### src/sv/sgd_pkg.sv
package sgd_pkg;

  // line store depth and field widths
  localparam int unsigned MAX_WIDTH = 2048;
  localparam int unsigned COL_W     = $clog2(MAX_WIDTH);
  localparam int unsigned ROW_W     = 12;
  localparam int unsigned PIX_W     = 8;
  localparam int unsigned CFG_W     = 12;
  localparam int unsigned IDX_W     = 2;
  localparam int unsigned GRAD_W    = 12;
  localparam int unsigned ABS_W     = 10;
  localparam int unsigned SQ_W      = 21;
  localparam int unsigned ROOT_W    = 11;
  localparam int unsigned DIR_W     = 2;

  // configuration register indexes
  localparam logic [IDX_W-1:0] REG_WIDTH  = 2'd0;
  localparam logic [IDX_W-1:0] REG_HEIGHT = 2'd1;

  // reset values of the registers
  localparam logic [CFG_W-1:0] WIDTH_RST  = 12'd640;
  localparam logic [CFG_W-1:0] HEIGHT_RST = 12'd480;

  // item kinds
  localparam logic KIND_PIXEL = 1'b0;
  localparam logic KIND_DRAIN = 1'b1;

  // angle bins
  localparam logic [DIR_W-1:0] DIR_0   = 2'd0;
  localparam logic [DIR_W-1:0] DIR_45  = 2'd1;
  localparam logic [DIR_W-1:0] DIR_90  = 2'd2;
  localparam logic [DIR_W-1:0] DIR_135 = 2'd3;

  typedef enum logic [4:0] {
    S_IDLE = 5'b00001,
    S_READ = 5'b00010,
    S_CALC = 5'b00100,
    S_SQ   = 5'b01000,
    S_ROOT = 5'b10000
  } state_e;

  typedef struct packed {
    logic            start;
    logic [SQ_W-1:0] value;
  } sqrt_req_t;

  typedef struct packed {
    logic              done;
    logic [ROOT_W-1:0] root;
  } sqrt_rsp_t;

endpackage

### src/sv/sgd_sqrt.sv
module sgd_sqrt (
  input  logic              clk_i,
  input  logic              rst_ni,
  input  sgd_pkg::sqrt_req_t req_i,
  output sgd_pkg::sqrt_rsp_t rsp_o
);

  localparam int unsigned W = sgd_pkg::SQ_W + 1;

  logic [W-1:0]              rem_q, rem_d;
  logic [W-1:0]              r_q, r_d;
  logic [W-1:0]              bit_q, bit_d;
  logic [3:0]                cnt_q, cnt_d;
  logic                      busy_q, busy_d;
  logic [W-1:0]              trial;
  logic [sgd_pkg::ROOT_W-1:0] base;

  // one result bit per cycle
  always_comb begin
    rem_d  = rem_q;
    r_d    = r_q;
    bit_d  = bit_q;
    cnt_d  = cnt_q;
    busy_d = busy_q;
    trial  = r_q + bit_q;
    if (req_i.start) begin
      rem_d  = W'(req_i.value);
      r_d    = '0;
      bit_d  = W'(1) << (2 * (sgd_pkg::ROOT_W - 1));
      cnt_d  = 4'(sgd_pkg::ROOT_W);
      busy_d = 1'b1;
    end else if (busy_q) begin
      if (rem_q >= trial) begin
        rem_d = rem_q - trial;
        r_d   = (r_q >> 1) + bit_q;
      end else begin
        r_d = r_q >> 1;
      end
      bit_d = bit_q >> 2;
      cnt_d = cnt_q - 4'd1;
      if (cnt_q == 4'd1) begin
        busy_d = 1'b0;
      end
    end
  end

  always_ff @(posedge clk_i or negedge rst_ni) begin
    if (!rst_ni) begin
      busy_q <= 1'b0;
      cnt_q  <= '0;
    end else begin
      busy_q <= busy_d;
      cnt_q  <= cnt_d;
    end
  end

  always_ff @(posedge clk_i) begin
    rem_q <= rem_d;
    r_q   <= r_d;
    bit_q <= bit_d;
  end

  // round to nearest from the remainder
  assign base      = r_q[sgd_pkg::ROOT_W-1:0];
  assign rsp_o.done = !busy_q;
  assign rsp_o.root = (rem_q > r_q) ? base + 1'b1 : base;

  sqrt_steps_a: assert property (@(posedge clk_i) disable iff (!rst_ni)
    req_i.start |=> busy_q && cnt_q == 4'(sgd_pkg::ROOT_W)) else $error("sqrt start lost");

endmodule
### config.mk
export PLATFORM = sky130hd
export DESIGN_NAME = sgd_sqrt
export DESIGN_NICKNAME = d
export VERILOG_FILES = /design/src/sv/sgd_pkg.sv /design/src/sv/sgd_sqrt.sv
export SDC_FILE = /design/constraint.sdc
export NUM_CORES = 1
export LEC_CHECK = 0
export ABC_AREA = 1
export BUFFER_PORTS_ARGS = -buffer_cell sky130_fd_sc_hd__buf_2
export CELL_PAD_IN_SITES_DETAIL_PLACEMENT = 0
export CELL_PAD_IN_SITES_GLOBAL_PLACEMENT = 1
export CORE_UTILIZATION = 45
export DETAILED_ROUTE_END_ITERATION = 10
export PLACE_DENSITY = 0.81
export SETUP_SLACK_MARGIN = 0.2
export SKIP_LAST_GASP = 1
export SLEW_MARGIN = 20
export SYNTH_ARGS = -nofsm -noshare
export SYNTH_HDL_FRONTEND = slang
export SYNTH_SLANG_ARGS = --single-unit
### constraint.sdc
create_clock -name clk_i -period 4 [get_ports clk_i]
set_clock_uncertainty 0.1 [all_clocks]
set_input_delay 0.8 -clock clk_i [delete_from_list [all_inputs] [get_ports clk_i]]
set_output_delay 0.8 -clock clk_i [all_outputs]
set_load 0.01 [all_outputs]
# After elaboration in Yosys (flattened, before gate mapping)
# Index checks and enable logic that the tools add are counted.
dict set report totals {
  ff_bits 60
  latch_bits 0
  mem_bits_rw 0
  mem_bits_ro 0
  inputBits 24
  out_inout_bits 12
  wordCells 29
  n_memories 0
}
dict set report op_classes {
  addsub 5
  multipliers 0
  n_div 0
  n_lt_le_gt_ge 2
  n_eq_ne 1
  shift 0
  muxes 10
  n_bitwise 0
  n_reduce_logical 5
}
# operator count
set op_table {}
lappend op_table {{$mux W21} 3}
lappend op_table {{$add A21 B21 Y22} 1}
lappend op_table {{$add A22 B21 Y22} 1}
lappend op_table {{$ge A22 B22 Y1} 1}
lappend op_table {{$gt A22 B22 Y1} 1}
lappend op_table {{$mux W22} 1}
lappend op_table {{$sub A22 B22 Y22} 1}
lappend op_table {{$add A11 B1 Y11 const B} 1}
lappend op_table {{$mux W11} 1}
lappend op_table {{$mux W4} 2}
lappend op_table {{$eq A4 B1 Y1 const B} 1}
lappend op_table {{$reduce_and A2 Y1} 2}
lappend op_table {{$reduce_bool A2 Y1} 2}
lappend op_table {{$sub A4 B1 Y4 const B} 1}
lappend op_table {{$mux W1} 3}
lappend op_table {{$logic_not A1 Y1} 1}

# Longest topological paths before layout
dict set report logic_depth {
  ltp_word 5
  depth_mapped 26
  mapped_depth_nobuf 25
}

# Least setup slack after synthesis
# Ideal clock, no wire load.
dict set report synth_timing {
  path_kind {register to register}
  start {register r_q[0]}
  end {register rem_q[0] (enable)}
  setup_ps 378
  arrival_ps 3141
  required_time_ps 3522
  setup_slack_ps 381
  path_stages_with_launch 17
  path_cell_list {dfxtp_1 -> ha_1 -> ha_1 -> nand2_1 -> nand2_1 -> nand2_1 -> a21oi_1 -> a21boi_0 -> o21ai_0 -> xnor2_1 -> ha_1 -> nand2_1 -> nor4_1 -> nand2_2 -> nand2_4 -> nand2_1 -> nand2_1}
}
dict set report synth_via {
  elab_chain_len 4
}
# element line_no
set synth_lines {}
lappend synth_lines {{start, declared} sgd_sqrt.sv:11} ;# logic [W-1:0] r_q, r_d;
lappend synth_lines {{start signal, assigned} sgd_sqrt.sv:59} ;# r_q <= r_d;
lappend synth_lines {{$add A22 B21 Y22} sgd_sqrt.sv:25} ;# trial = r_q + bit_q;
lappend synth_lines {{$ge A22 B22 Y1} sgd_sqrt.sv:33} ;# if (rem_q >= trial) begin
lappend synth_lines {{$reduce_bool A2 Y1 (no source line)} n/a}
lappend synth_lines {{$reduce_and A2 Y1 (no source line)} n/a}
lappend synth_lines {{end signal, assigned} sgd_sqrt.sv:58} ;# rem_q <= rem_d;
lappend synth_lines {{end, declared} sgd_sqrt.sv:10} ;# logic [W-1:0] rem_q, rem_d;
# No other way between the ends.
# A chain may end at the register's enable or synchronous reset.

# Worst setup path after layout
dict set report layout_timing {
  start {register r_q[12]}
  end {register rem_q[8] (enable)}
}
# The elaborated chain is that of the path after synthesis.

==> reports/metrics.yaml <==
synthesis:
  synthTopCellsByCount: "nand2_1 (348), inv_1 (129), nand3_1 (99)"
  synthTopCellsByArea: "nand2_1 (20%), ha_1 (14%), dfxtp_1 (11%)"
  yosysTopAreaCell: "nand2_1"
  syn_nets: 1116
  ys_ff_latch: 60
  yosys_warnings: 0
  synth_cells: 1020
  synth-async-reset-ratio_pct: 8.33
  synthDistinctLibCells: 48
  netlist_area_mm2: 0.00641
  seq_area_frac_synth_pct: 22.4
  synth_edf_count: 21
  synthFlopType: "dfxtp_1"
  yosysTopAreaCellShare_pct: 20.4
  synth_most_common_cell: "nand2_1"
  synth_area_per_cell_um2: 6.28
place:
  gp_congestion: 0.928
  io_buffers: 35
  dp_hpwl_um: 15100
  place_area_mm2: 0.00684
detailed_routing:
  drtPass1Iterations: 6
  wl_um: 19000
  drtIter0Drc: 432
  via_per_inst: 5.26
  ant_nets: 0
  drc_errors: 0
  wl_per_cell_um: 15.2
  vias: 6569
clocking:
  clk_pin_slew_ns: 0.06
  cts_tree: "built"
  clk_path_buf_depth: 2
  cts_sinks: 60
  cts_made_buffers: 9
  post_cts_buffers: 0
  htreeDepth: 3
  cts_hold_buffers: 0
  cts-root-buf: "clkbuf_16"
  cts_resized: 0
  insertion_delay_ns: 0.34
status:
  status: "completed"
global_route:
  grtUsageTotal_pct: 27.0
  grt_antenna_before_repair: 0
  grt_max_degree: 34
  overflow: 0
  grt_first_pass_wirelength_um: 30400
  first_global_vias: 6090
worst_setup_path:
  timing.rr.start: "r_q[12]"
  cp_max_fo: 9
  arrival_ns: 3.58
  crit_path_start_kind: "flop"
  regToRegSetupSlack_ns: 0.41
  worstSetupEndpointType: "flop"
  r2r_cells: 17
  critPathKind: "reg2reg"
  cp_data_required_time_ns: 4.00
  reg2reg_to: "rem_q[8]"
timing:
  tns_ns: 0
  setup_violations: 0
  fmax_ghz: 0.279
  fin_crit_ns: 3.59
  finalHoldViolations: 0
  tightest_slew_ns: 0.806
  relSlewSlack_pct: 46.2
  hold_ws_ns: 0.167
  slew_violations: 0
  finalCritPeriodShare_pct: 89.6
  rsz0062_at_grt: "no"
floorplanning:
  fp-row-count: 43
  initial_core_util_pct: 46.2
  core_mm2: 0.0139
  die_w_um: 121
  io_pins: 36
  die_area_mm2: 0.0147
  fp.dieH_um: 121
finish:
  utilization_pct: 52.1
  final_area_mm2: 0.00723
  num_antenna_cells: 0
  nets: 1160
  drive_above_1_share_pct: 9.73
  area_growth_pct: 12.9
power:
  power.density_mw_per_mm2: 747
  irDropWorstVdd_v: 0.000395
  p_leak_nw: 3.57
  total_power_mw: 5.40
job:
  drv_cap: 0
worst_hold_path:
  min_path_type: "in2async"
state kept, by name, indices dropped and copies added (netlist names):
signal	count
r_q	22
rem_q	22
bit_q	11
cnt_q	4
busy_q	1
cells in the final DEF (no fill, tap or decap), types with 18 or more instances in the layout:
cell type,n
edfxtp_1,21
a21oi_1,43
ha_1,68
nand2_1,346
buf_4,18
nor2_1,63
xor2_1,24
inv_1,129
o21ai_0,36
dfxtp_1,33
buf_2,35
nand3_1,99
worst max-delay path, stage by stage (launching register included):
cell and delay, ns:
dfxtp_1 0.36, ha_1 0.37, nand2_1 0.11, o21ai_0 0.26
nand2_1 0.11, o211ai_1 0.17, nand3b_1 0.17, xor2_1 0.28
ha_1 0.33, nand2_1 0.21, nor2_1 0.07, nand2_1 0.07
nand2_1 0.08, nor2_4 0.16, nand2_4 0.07, nand2_1 0.10
nand2_2 0.11, buf_6 0.21
per-layer routing:
layer	wire (um)	part of all wire, %	up-vias	track usage, %
li1	-	-	3423	-
met1	9440	50	2968	37.3
met2	8350	44	153	43.3
met3	826	4.3	25	3.85
met4	368	1.9	0	7.95
met5	0	0	-	0
per-stage QoR:
stage | std cells | worst slack [ns]
global route | 1249 | 0.205
detailed placement | 1232 | 0.252
CTS | 1248 | 0.215
floorplan | 1020 | 0.381
finish | 1249 | 0.415
global placement | 1232 | 0.269
kinds of logic after synthesis:
family                   Yosys count  share of synthesized area [%]
AO/OA/AOI/OAI                    123                           10.8
XOR/XNOR                          35                           4.78
adder cells (fa/ha/maj)           72                           14.2
buffers and inverters            157                           10.1
flip-flops                        60                           22.4
AND/OR/NAND/NOR                  573                           37.8
how the worst max path moves through the flow:
stage | startpoint | to | slack (ns) | cells after the start
floorplan | r_q[0] | rem_q[0] | 0.38 | 16
global placement | bit_q[0] | rem_q[2] | 0.27 | 19
detailed placement | bit_q[0] | rem_q[2] | 0.25 | 19
CTS | bit_q[0] | rem_q[9] | 0.22 | 19
global route | r_q[12] | rem_q[8] | 0.21 | 19
finish | r_q[12] | rem_q[8] | 0.41 | 17
report_power, final:
part	switching [mW]	leakage [nW]	total [mW]	internal, mW
clock	0.296	0.165	0.868	0.572
sequential	0.172	0.547	1.06	0.884
combinational	2.21	2.86	3.48	1.27
cell type report:
type / count / area [um^2]
Clock buffer: 14 / 295
Clock inverter: 2 / 36.3
Fill cell: 1485 / 6650
Inverter: 133 / 502
Multi-Input combinational cell: 803 / 4370
Sequential cell: 60 / 1440
Tap cell: 180 / 225
Timing Repair Buffer: 57 / 364
Note: power is estimated with default switching activity, not from simulation.
